File: src/hw/rtl/rgbpc_pkg.sv
// Shared types and constants for the RGBA pixel combiner.
package rgbpc_pkg;

  localparam int NUM_CH    = 4;
  localparam int RGB_COUNT = 3;
  localparam int CH_W      = 8;
  localparam int OP_W      = 4;

  localparam int CH_R = 0;
  localparam int CH_G = 1;
  localparam int CH_B = 2;
  localparam int CH_A = 3;

  localparam logic [CH_W-1:0]   CH_MAX    = 8'd255;
  localparam logic [2*CH_W-1:0] MUL_ROUND = 16'd127;
  // floor(x/3) == (x * 683) >> 11 for every x below 2048
  localparam logic [9:0]        RECIP3    = 10'd683;
  localparam int                RECIP3_SH = 11;

  // Restoring divide: one quotient bit per step, two steps per stage
  localparam int DIV_STEPS     = 8;
  localparam int STEPS_PER_STG = 2;
  localparam int DIV_STAGES    = DIV_STEPS / STEPS_PER_STG;

  typedef enum logic [OP_W-1:0] {
    OP_MUL   = 4'd0,
    OP_ADD   = 4'd1,
    OP_PATCH = 4'd2,
    OP_INVA  = 4'd3,
    OP_INVC  = 4'd4,
    OP_INTEN = 4'd5,
    OP_MKA   = 4'd6,
    OP_EXTA  = 4'd7,
    OP_DIVA  = 4'd8,
    OP_PASS  = 4'd9
  } op_t;

  localparam logic [OP_W-1:0] OP_LAST_CODE = OP_PASS;

  typedef logic [NUM_CH-1:0][CH_W-1:0] pixel_t;

  typedef struct packed {
    op_t    op;
    pixel_t first;
    pixel_t second;
  } entry_t;

  typedef struct packed {
    logic full;
    logic empty;
  } q_stat_t;

endpackage

File: src/hw/rtl/rgbpc_chan_if.sv
// Channel interfaces of the RGBA pixel combiner: pixel pair in, pixel out, config write.
interface rgbpc_pix_in_if import rgbpc_pkg::*; ();
  logic            valid;
  logic            ready;
  logic [CH_W-1:0] first_red;
  logic [CH_W-1:0] first_green;
  logic [CH_W-1:0] first_blue;
  logic [CH_W-1:0] first_alpha;
  logic [CH_W-1:0] second_red;
  logic [CH_W-1:0] second_green;
  logic [CH_W-1:0] second_blue;
  logic [CH_W-1:0] second_alpha;

  modport source (
    output valid, first_red, first_green, first_blue, first_alpha,
    output second_red, second_green, second_blue, second_alpha,
    input  ready
  );
  modport sink (
    input  valid, first_red, first_green, first_blue, first_alpha,
    input  second_red, second_green, second_blue, second_alpha,
    output ready
  );
endinterface

interface rgbpc_pix_out_if import rgbpc_pkg::*; ();
  logic            valid;
  logic            ready;
  logic [CH_W-1:0] out_red;
  logic [CH_W-1:0] out_green;
  logic [CH_W-1:0] out_blue;
  logic [CH_W-1:0] out_alpha;

  modport source (
    output valid, out_red, out_green, out_blue, out_alpha,
    input  ready
  );
  modport sink (
    input  valid, out_red, out_green, out_blue, out_alpha,
    output ready
  );
endinterface

interface rgbpc_cfg_if import rgbpc_pkg::*; ();
  logic            valid;
  logic            ready;
  logic [OP_W-1:0] data;

  modport source (output valid, data, input ready);
  modport sink   (input valid, data, output ready);
endinterface

File: src/hw/rtl/rgbpc_front.sv
// Front end: operation register, input accept and operation classification.
module rgbpc_front import rgbpc_pkg::*; (
  input  logic          clk,
  input  logic          rst_n,
  rgbpc_pix_in_if.sink  in_pix,
  rgbpc_cfg_if.sink     cfg_wr,
  input  q_stat_t       q_stat,
  output logic          push_valid,
  output entry_t        push_entry
);

  logic [OP_W-1:0] op_code_r;
  logic [OP_W-1:0] op_code_nxt;
  op_t             op_cls;

  assign cfg_wr.ready = 1'b1;

  always_comb begin
    op_code_nxt = op_code_r;
    if (cfg_wr.valid) begin
      op_code_nxt = cfg_wr.data;
    end
  end

  always_ff @(posedge clk) begin
    if (!rst_n) begin
      op_code_r <= OP_PASS;
    end else begin
      op_code_r <= op_code_nxt;
    end
  end

  // Fold unused codes and divide by zero alpha into pass
  always_comb begin
    if (op_code_r <= OP_LAST_CODE) begin
      op_cls = op_t'(op_code_r);
    end else begin
      op_cls = OP_PASS;
    end
    if (op_cls == OP_DIVA && in_pix.first_alpha == '0) begin
      op_cls = OP_PASS;
    end
  end

  assign in_pix.ready = !q_stat.full;
  assign push_valid   = in_pix.valid;

  always_comb begin
    push_entry.op           = op_cls;
    push_entry.first[CH_R]  = in_pix.first_red;
    push_entry.first[CH_G]  = in_pix.first_green;
    push_entry.first[CH_B]  = in_pix.first_blue;
    push_entry.first[CH_A]  = in_pix.first_alpha;
    push_entry.second[CH_R] = in_pix.second_red;
    push_entry.second[CH_G] = in_pix.second_green;
    push_entry.second[CH_B] = in_pix.second_blue;
    push_entry.second[CH_A] = in_pix.second_alpha;
  end

endmodule

File: src/hw/rtl/rgbpc_queue.sv
// Short queue of classified words between front and back end.
module rgbpc_queue import rgbpc_pkg::*; #(
  parameter int DEPTH = 2
) (
  input  logic    clk,
  input  logic    rst_n,
  input  logic    push_valid,
  input  entry_t  push_entry,
  input  logic    pop_ready,
  output entry_t  head_entry,
  output q_stat_t q_stat
);

  localparam int PTR_W = (DEPTH > 1) ? $clog2(DEPTH) : 1;
  localparam int CNT_W = $clog2(DEPTH + 1);
  localparam logic [PTR_W-1:0] LAST_PTR = PTR_W'(DEPTH - 1);
  localparam logic [CNT_W-1:0] FULL_CNT = CNT_W'(DEPTH);

  entry_t           mem_r [DEPTH];
  logic [PTR_W-1:0] wr_ptr_r, wr_ptr_nxt;
  logic [PTR_W-1:0] rd_ptr_r, rd_ptr_nxt;
  logic [CNT_W-1:0] count_r, count_nxt;
  logic             push_fire;
  logic             pop_fire;

  assign q_stat.full  = (count_r == FULL_CNT);
  assign q_stat.empty = (count_r == '0);
  assign push_fire    = push_valid && !q_stat.full;
  assign pop_fire     = pop_ready && !q_stat.empty;
  assign head_entry   = mem_r[rd_ptr_r];

  always_comb begin
    wr_ptr_nxt = wr_ptr_r;
    rd_ptr_nxt = rd_ptr_r;
    count_nxt  = count_r;
    if (push_fire) begin
      wr_ptr_nxt = (wr_ptr_r == LAST_PTR) ? '0 : wr_ptr_r + 1'b1;
    end
    if (pop_fire) begin
      rd_ptr_nxt = (rd_ptr_r == LAST_PTR) ? '0 : rd_ptr_r + 1'b1;
    end
    if (push_fire && !pop_fire) begin
      count_nxt = count_r + 1'b1;
    end else if (pop_fire && !push_fire) begin
      count_nxt = count_r - 1'b1;
    end
  end

  always_ff @(posedge clk) begin
    if (!rst_n) begin
      wr_ptr_r <= '0;
      rd_ptr_r <= '0;
      count_r  <= '0;
    end else begin
      wr_ptr_r <= wr_ptr_nxt;
      rd_ptr_r <= rd_ptr_nxt;
      count_r  <= count_nxt;
    end
  end

  always_ff @(posedge clk) begin
    if (push_fire) begin
      mem_r[wr_ptr_r] <= push_entry;
    end
  end

  a_count_bound: assert property (@(posedge clk) disable iff (!rst_n)
    count_r <= FULL_CNT)
    else $error("queue count above depth");

  a_push_grows: assert property (@(posedge clk) disable iff (!rst_n)
    (push_fire && !pop_fire) |=> (count_r == $past(count_r) + 1'b1))
    else $error("queue count did not grow on push");

  a_ptr_gap: assert property (@(posedge clk) disable iff (!rst_n)
    (q_stat.empty || q_stat.full) |-> (wr_ptr_r == rd_ptr_r))
    else $error("queue pointers disagree with count");

endmodule

File: src/hw/rtl/rgbpc_back.sv
// Back end: pixel arithmetic pipeline with staged divider and output register.
module rgbpc_back import rgbpc_pkg::*; (
  input  logic            clk,
  input  logic            rst_n,
  input  entry_t          head_entry,
  input  q_stat_t         q_stat,
  output logic            pop_ready,
  rgbpc_pix_out_if.source out_pix
);

  localparam int NSTG = DIV_STAGES + 1;

  typedef struct packed {
    op_t                                 op;
    pixel_t                              res;
    logic [NUM_CH-1:0][2*CH_W-1:0]       prod;
    logic [RGB_COUNT-1:0][CH_W-1:0]      rem;
    logic [RGB_COUNT-1:0][CH_W-1:0]      nlo;
    logic [RGB_COUNT-1:0][CH_W-1:0]      quo;
    logic [RGB_COUNT-1:0]                sat;
  } rec_t;

  rec_t   pipe_r   [NSTG];
  rec_t   pipe_nxt [NSTG];
  logic   vld_r    [NSTG];
  pixel_t out_r, out_nxt;
  logic   out_vld_r;
  logic   en;

  function automatic rec_t rec_init(entry_t e);
    rec_t                r;
    logic [2*CH_W-1:0]   n;
    logic [CH_W:0]       s;
    logic [CH_W+1:0]     sum3;
    logic [19:0]         q3;
    r.op   = e.op;
    r.res  = e.first;
    r.sat  = '0;
    r.quo  = '0;
    for (int i = 0; i < NUM_CH; i++) begin
      r.prod[i] = e.first[i] * e.second[i];
    end
    for (int i = 0; i < RGB_COUNT; i++) begin
      n        = {e.first[i], {CH_W{1'b0}}} - {{CH_W{1'b0}}, e.first[i]};
      r.rem[i] = n[2*CH_W-1:CH_W];
      r.nlo[i] = n[CH_W-1:0];
      r.sat[i] = (e.first[i] >= e.first[CH_A]);
    end
    sum3 = {2'b00, e.first[CH_R]} + {2'b00, e.first[CH_G]} + {2'b00, e.first[CH_B]};
    q3   = sum3 * RECIP3;
    case (e.op)
      OP_ADD: begin
        for (int i = 0; i < NUM_CH; i++) begin
          s = {1'b0, e.first[i]} + {1'b0, e.second[i]};
          r.res[i] = s[CH_W] ? CH_MAX : s[CH_W-1:0];
        end
      end
      OP_PATCH: r.res[CH_A] = e.second[CH_A];
      OP_INVA:  r.res[CH_A] = CH_MAX - e.first[CH_A];
      OP_INVC: begin
        for (int i = 0; i < RGB_COUNT; i++) begin
          r.res[i] = CH_MAX - e.first[i];
        end
      end
      OP_INTEN: begin
        for (int i = 0; i < NUM_CH; i++) begin
          r.res[i] = e.first[CH_R];
        end
      end
      OP_MKA: begin
        for (int i = 0; i < RGB_COUNT; i++) begin
          r.res[i] = CH_MAX;
        end
        r.res[CH_A] = q3[RECIP3_SH +: CH_W];
      end
      OP_EXTA: begin
        for (int i = 0; i < RGB_COUNT; i++) begin
          r.res[i] = e.first[CH_A];
        end
        r.res[CH_A] = CH_MAX;
      end
      default: ;
    endcase
    return r;
  endfunction

  // Two restoring steps; divisor is the first pixel's alpha kept in res
  function automatic rec_t div_step(rec_t r_in);
    rec_t          r;
    logic [CH_W:0] t;
    r = r_in;
    for (int i = 0; i < RGB_COUNT; i++) begin
      for (int k = 0; k < STEPS_PER_STG; k++) begin
        t = {r.rem[i], r.nlo[i][CH_W-1]};
        r.nlo[i] = {r.nlo[i][CH_W-2:0], 1'b0};
        if (t >= {1'b0, r.res[CH_A]}) begin
          t        = t - {1'b0, r.res[CH_A]};
          r.quo[i] = {r.quo[i][CH_W-2:0], 1'b1};
        end else begin
          r.quo[i] = {r.quo[i][CH_W-2:0], 1'b0};
        end
        r.rem[i] = t[CH_W-1:0];
      end
    end
    return r;
  endfunction

  function automatic pixel_t finish(rec_t r);
    pixel_t            p;
    logic [2*CH_W-1:0] x;
    logic [2*CH_W-1:0] y;
    p = r.res;
    case (r.op)
      OP_MUL: begin
        // x / 255 == (x + 1 + (x >> 8)) >> 8 over the product range
        for (int i = 0; i < NUM_CH; i++) begin
          x    = r.prod[i] + MUL_ROUND;
          y    = x + 16'd1 + {{CH_W{1'b0}}, x[2*CH_W-1:CH_W]};
          p[i] = y[2*CH_W-1:CH_W];
        end
      end
      OP_DIVA: begin
        for (int i = 0; i < RGB_COUNT; i++) begin
          p[i] = r.sat[i] ? CH_MAX : r.quo[i];
        end
      end
      default: ;
    endcase
    return p;
  endfunction

  // Whole back end advances together; hold on output stall
  assign en        = !out_vld_r || out_pix.ready;
  assign pop_ready = en;

  always_comb begin
    pipe_nxt[0] = rec_init(head_entry);
    for (int k = 1; k < NSTG; k++) begin
      pipe_nxt[k] = div_step(pipe_r[k-1]);
    end
    out_nxt = finish(pipe_r[NSTG-1]);
  end

  always_ff @(posedge clk) begin
    if (!rst_n) begin
      for (int k = 0; k < NSTG; k++) begin
        vld_r[k] <= 1'b0;
      end
      out_vld_r <= 1'b0;
    end else if (en) begin
      vld_r[0] <= !q_stat.empty;
      for (int k = 1; k < NSTG; k++) begin
        vld_r[k] <= vld_r[k-1];
      end
      out_vld_r <= vld_r[NSTG-1];
    end
  end

  always_ff @(posedge clk) begin
    if (en) begin
      for (int k = 0; k < NSTG; k++) begin
        pipe_r[k] <= pipe_nxt[k];
      end
      out_r <= out_nxt;
    end
  end

  assign out_pix.valid     = out_vld_r;
  assign out_pix.out_red   = out_r[CH_R];
  assign out_pix.out_green = out_r[CH_G];
  assign out_pix.out_blue  = out_r[CH_B];
  assign out_pix.out_alpha = out_r[CH_A];

endmodule

File: src/hw/rtl/rgba_pixel_combiner_core.sv
// Top level of the RGBA pixel combiner.
// Takes one pair of RGBA8 pixels per word and returns one RGBA8 pixel per word, in order.
// The operation register (reset: pass) selects multiply, saturating add, patch alpha,
// invert alpha, invert color, intensity, make alpha, extract alpha, un-premultiply or
// pass; codes above 9 act as pass. Write it only while no word is in flight.
// Sustained rate is one word per clock while the output does not stall. From input accept
// to output valid a word passes the front queue, the multiply stage, the four
// un-premultiply divider stages (two quotient bits per stage) and the output register.
// The queue absorbs up to QUEUE_DEPTH words while the output stalls; then input waits.
module rgba_pixel_combiner_core import rgbpc_pkg::*; #(
  parameter int QUEUE_DEPTH = 2
) (
  input  logic            clk,
  input  logic            rst_n,
  rgbpc_pix_in_if.sink    in_pix,
  rgbpc_pix_out_if.source out_pix,
  rgbpc_cfg_if.sink       cfg_wr
);

  logic    push_valid;
  entry_t  push_entry;
  entry_t  head_entry;
  logic    pop_ready;
  q_stat_t q_stat;

  rgbpc_front u_front (
    .clk        (clk),
    .rst_n      (rst_n),
    .in_pix     (in_pix),
    .cfg_wr     (cfg_wr),
    .q_stat     (q_stat),
    .push_valid (push_valid),
    .push_entry (push_entry)
  );

  rgbpc_queue #(
    .DEPTH (QUEUE_DEPTH)
  ) u_queue (
    .clk        (clk),
    .rst_n      (rst_n),
    .push_valid (push_valid),
    .push_entry (push_entry),
    .pop_ready  (pop_ready),
    .head_entry (head_entry),
    .q_stat     (q_stat)
  );

  rgbpc_back u_back (
    .clk        (clk),
    .rst_n      (rst_n),
    .head_entry (head_entry),
    .q_stat     (q_stat),
    .pop_ready  (pop_ready),
    .out_pix    (out_pix)
  );

endmodule

File: src/flat_wrapper.sv
// flat-port wrapper written by rule: the top's interface ports become plain ports
module rgba_pixel_combiner_core_flat import rgbpc_pkg::*;
#(
  parameter int QUEUE_DEPTH = 2
)
  (clk, rst_n, in_pix_valid, in_pix_first_red, in_pix_first_green, in_pix_first_blue, in_pix_first_alpha, in_pix_second_red, in_pix_second_green, in_pix_second_blue, in_pix_second_alpha, in_pix_ready, out_pix_valid, out_pix_out_red, out_pix_out_green, out_pix_out_blue, out_pix_out_alpha, out_pix_ready, cfg_wr_valid, cfg_wr_data, cfg_wr_ready);
  rgbpc_pix_in_if in_pix_i ();
  rgbpc_pix_out_if out_pix_i ();
  rgbpc_cfg_if cfg_wr_i ();
  input  logic clk;
  input  logic rst_n;
  input wire logic [$bits(in_pix_i.valid)-1:0] in_pix_valid;
  input wire logic [$bits(in_pix_i.first_red)-1:0] in_pix_first_red;
  input wire logic [$bits(in_pix_i.first_green)-1:0] in_pix_first_green;
  input wire logic [$bits(in_pix_i.first_blue)-1:0] in_pix_first_blue;
  input wire logic [$bits(in_pix_i.first_alpha)-1:0] in_pix_first_alpha;
  input wire logic [$bits(in_pix_i.second_red)-1:0] in_pix_second_red;
  input wire logic [$bits(in_pix_i.second_green)-1:0] in_pix_second_green;
  input wire logic [$bits(in_pix_i.second_blue)-1:0] in_pix_second_blue;
  input wire logic [$bits(in_pix_i.second_alpha)-1:0] in_pix_second_alpha;
  output wire logic [$bits(in_pix_i.ready)-1:0] in_pix_ready;
  output wire logic [$bits(out_pix_i.valid)-1:0] out_pix_valid;
  output wire logic [$bits(out_pix_i.out_red)-1:0] out_pix_out_red;
  output wire logic [$bits(out_pix_i.out_green)-1:0] out_pix_out_green;
  output wire logic [$bits(out_pix_i.out_blue)-1:0] out_pix_out_blue;
  output wire logic [$bits(out_pix_i.out_alpha)-1:0] out_pix_out_alpha;
  input wire logic [$bits(out_pix_i.ready)-1:0] out_pix_ready;
  input wire logic [$bits(cfg_wr_i.valid)-1:0] cfg_wr_valid;
  input wire logic [$bits(cfg_wr_i.data)-1:0] cfg_wr_data;
  output wire logic [$bits(cfg_wr_i.ready)-1:0] cfg_wr_ready;
  assign in_pix_i.valid = in_pix_valid;
  assign in_pix_i.first_red = in_pix_first_red;
  assign in_pix_i.first_green = in_pix_first_green;
  assign in_pix_i.first_blue = in_pix_first_blue;
  assign in_pix_i.first_alpha = in_pix_first_alpha;
  assign in_pix_i.second_red = in_pix_second_red;
  assign in_pix_i.second_green = in_pix_second_green;
  assign in_pix_i.second_blue = in_pix_second_blue;
  assign in_pix_i.second_alpha = in_pix_second_alpha;
  assign in_pix_ready = in_pix_i.ready;
  assign out_pix_valid = out_pix_i.valid;
  assign out_pix_out_red = out_pix_i.out_red;
  assign out_pix_out_green = out_pix_i.out_green;
  assign out_pix_out_blue = out_pix_i.out_blue;
  assign out_pix_out_alpha = out_pix_i.out_alpha;
  assign out_pix_i.ready = out_pix_ready;
  assign cfg_wr_i.valid = cfg_wr_valid;
  assign cfg_wr_i.data = cfg_wr_data;
  assign cfg_wr_ready = cfg_wr_i.ready;
  rgba_pixel_combiner_core #(.QUEUE_DEPTH(QUEUE_DEPTH)) u_core (.clk(clk), .rst_n(rst_n), .in_pix(in_pix_i), .out_pix(out_pix_i), .cfg_wr(cfg_wr_i));
endmodule
File: config.mk
export PLATFORM = sky130hd
export DESIGN_NAME = rgba_pixel_combiner_core_flat
export DESIGN_NICKNAME = d
export VERILOG_FILES = /design/src/hw/rtl/rgbpc_pkg.sv /design/src/hw/rtl/rgbpc_chan_if.sv /design/src/hw/rtl/rgbpc_front.sv /design/src/hw/rtl/rgbpc_queue.sv /design/src/hw/rtl/rgbpc_back.sv /design/src/hw/rtl/rgba_pixel_combiner_core.sv /design/src/flat_wrapper.sv
export SDC_FILE = /design/constraint.sdc
export NUM_CORES = 2
export LEC_CHECK = 0
export ABC_CLOCK_PERIOD_IN_PS = 29800
export BUFFER_PORTS_ARGS = -buffer_cell sky130_fd_sc_hd__buf_4
export CORE_MARGIN = 4
export CORE_UTILIZATION = 66
export CTS_BUF_LIST = sky130_fd_sc_hd__clkbuf_8
export DETAILED_ROUTE_END_ITERATION = 10
export PLACE_DENSITY_LB_ADDON = 0.2
export SLEW_MARGIN = 15
export SYNTH_ARGS = -nofsm -noshare
export SYNTH_HDL_FRONTEND = slang
export SYNTH_SLANG_ARGS = --single-unit
File: constraint.sdc
create_clock -name clk -period 29.8 [get_ports clk]
set_input_delay 1.49 -clock clk [delete_from_list [all_inputs] [get_ports clk]]
set_output_delay 1.49 -clock clk [all_outputs]
set_load 0.02 [all_outputs]
==> out/qor.yml <==
clock_network:
  path_clk_slew_ns: 0.06
  clk_latency_ns: 0.83
  hold_buffers: 0
  cts_buffer_depth: 3
  cts.sinks: 914
  post-cts-setup-buffers: 0
  htreeDepth: 4
  cts-root-buf: "clkbuf_8"
  cts_resized: 0
  cts_tree: "built"
  cts_buffers: 148
drt:
  wire_per_inst_um: 21.1
  viasPerCell: 5.94
  ant_nets: 0
  firstDrtPassIters: 6
  wl_mm: 122
  drt-initial-drc-count: 2706
  drc: 0
  vias: 34404
logic_synthesis:
  synth_edf_count: 904
  synthCells: 4374
  netlist_area_um2: 54000
  synth_seq_cells: 914
  ys_async_sr_fraction: 0
  ys_types: 97
  synth-seq-area-share: 0.506
  ys.flop_type: "edfxtp_1"
  syn_nets: 5134
  synth_area_per_cell_um2: 12.4
  yosysWarnings: 0
sta:
  hold_viol: 0
  fin_crit_sh: 0.306
  fin_ws_ns: 20.69
  max_freq_mhz: 110
  worst_pin_slew_ns: 1.23
  max-slew-margin-rel: 0.178
  drv_slew: 0
  grt_setup_unrepaired: "false"
  finalClockSkew_ns: 0.0428
  whs_ns: 0.400
  setup_violations: 0
  min_period_ns: 9.11
  fin_tns_setup_ns: 0
critical_path:
  critPathMaxStageDelay_ns: 0.73
  critPathLaunchType: "flip-flop"
  critPathSlowestCell: "dfxtp_4"
  path_max_fanout: 38
  cpMostUsedCell: "inv_1"
  path_class: "reg -> reg"
  end_kind: "flip-flop"
  cp.required_ns: 30.39
  crit_arrival_ns: 9.70
  rr_worst_depth: 28
floorplanning:
  die_area_um2: 86500
  dieWidth_um: 294
  die_h_um: 294
  ios: 108
  row_count: 104
  core_area_um2: 80800
  start_util: 0.669
hold_path:
  hold_depth: 0
  hold_path.class: "reg -> reg"
grt:
  antenna_found_initial: 3
  grt_max_degree: 115
  grt_pass1_wl_mm: 190
  grt_usage: 0.287
  grt-ovfl-total: 0
  grt_pass1_vias: 33958
layout:
  final_core_util: 0.733
  layout-drive-gt1-share: 0.122
  fill_cells: 5342
  syn2layout_area_growth_pct: 9.65
  nNetsFinal: 5380
place:
  io_buffers: 106
  dp_slack_ns: 20.74
  gp_congestion: 0.956
  hpwl_mm: 92.4
run:
  max_cap_viol_count: 0
run_status:
  outcome: "finished clean"
[cells in the mapped netlist (all sizes together), types with 27 or more instances]
master    n  area [um2]
nor2    332        1250
inv     490        1840
a31oi    32         200
mux2    145        1630
xnor2   157        1380
mux2i    89         895
nand2b   27         169
xor2    106         928
nor3     75         392
ha      490        6130
o21a     36         270
nand2   259         975
fa      197        3940
clkbuf   35         131
edfxtp  904       27100
o21ai   196         981
nand4    35         219
a21oi   146         731
a21o     80         601
nand3    59         295
or2      30         188
nor2b    55         344
[per-stage QoR]
step | instances | cell area (um2)
final | 5791 | 59300
after global routing | 5791 | 59300
after CTS | 5789 | 59200
after detailed placement | 5529 | 56300
after global placement | 5528 | 56200
after floorplan | 4374 | 54000
[sequential cells by signal, summed over array words and instances (netlist names), named ones only]
register	flops
u_core.u_back.out_pix.out_blue	8
u_core.u_back.vld_r	5
u_core.u_queue.rd_ptr_r	1
u_core.u_back.out_pix.out_red	8
u_core.u_queue.wr_ptr_r	1
u_core.u_back.out_pix.valid	1
u_core.u_queue.mem_r	136
u_core.u_front.op_code_r	4
u_core.u_back.pipe_r	731
u_core.u_queue.count_r	2
u_core.u_back.out_pix.out_green	8
u_core.u_back.out_pix.out_alpha	8
[worst max-delay path: cells and delay by family (launching register included)]
kind,cells,cell delay [ns]
buffers and inverters,7,1.36
XOR/XNOR,2,0.64
flip-flops,1,0.73
AO/OA/AOI/OAI,5,0.97
AND/OR/NAND/NOR,6,1.13
multiplexers,1,0.73
adder cells (fa/ha/maj),7,3.27
[cell type report]
type,instances,area (um2),area share
clock inverters,106,876,0.0148
inverters,498,1880,0.0317
repair buffers,148,1110,0.0187
clock buffers,154,2120,0.0358
multi-input cells,2910,24600,0.415
flip-flops and latches,914,27400,0.462
well taps,1060,1330,0.0224
diodes,1,2.50,0.0000422
[kinds of logic after synthesis]
kind of cell             share of synthesized area
flip-flops                                   0.506
XOR/XNOR                                    0.0426
other                                    0.0000694
AO/OA/AOI/OAI                               0.0909
multiplexers                                0.0468
AND/OR/NAND/NOR                             0.0880
adder cells (fa/ha/maj)                      0.186
buffers and inverters                       0.0392
[layout by cell type (no fill, tap or decap), drive strengths merged, types with 11 or more instances in the layout]
master	Yosys	final
nand4	35	35
mux2	145	145
nand2	259	259
a21boi	23	23
nand2b	27	27
nor2b	55	55
a21oi	146	146
o211ai	18	18
ha	490	490
inv	490	533
and2	23	23
or2	30	30
mux2i	89	89
o22ai	12	12
o31ai	22	22
clkbuf	35	155
nor3	75	75
nand3b	16	16
a32oi	22	22
a211oi	22	22
nor2	332	332
nand3	59	59
and3	13	13
or3	23	23
edfxtp	904	904
a21o	80	80
nor4	12	12
clkinv	8	54
bufinv	0	11
o41ai	13	13
fa	197	197
xnor2	157	157
xor2	106	106
o21bai	15	15
a311oi	11	11
a31oi	32	32
buf	14	147
o21a	36	36
o21ai	196	196
[path summary, 6_finish.rpt]
check / start / slack [ns] / endpoint
min: u_core.u_back.pipe_r[0][432]$_DFFE_PN_ / 0.40 / u_core.u_back.pipe_r[0][607]$_DFFE_PN_
max: flip-flop / 20.69 / u_core.u_back.pipe_r[0][168]$_DFFE_PN_
min reg2reg: u_core.u_back.pipe_r[0][432]$_DFFE_PN_ / 0.40 / u_core.u_back.pipe_r[0][607]$_DFFE_PN_
max reg2reg: flip-flop / 20.69 / u_core.u_back.pipe_r[0][168]$_DFFE_PN_
[layer usage]
metal | track usage | wire [um] | vias up | part of all wire
met1 | 0.402 | 52500 | 16514 | 0.43
met4 | 0.110 | 4670 | 0 | 0.038
met5 | 0 | 0 | - | 0
li1 | - | - | 16342 | -
met3 | 0.0471 | 8440 | 280 | 0.069
met2 | 0.456 | 56800 | 1268 | 0.46
Power is not shown: default switching activity piles up to over one toggle a cycle in this logic, so the estimate is an artifact.
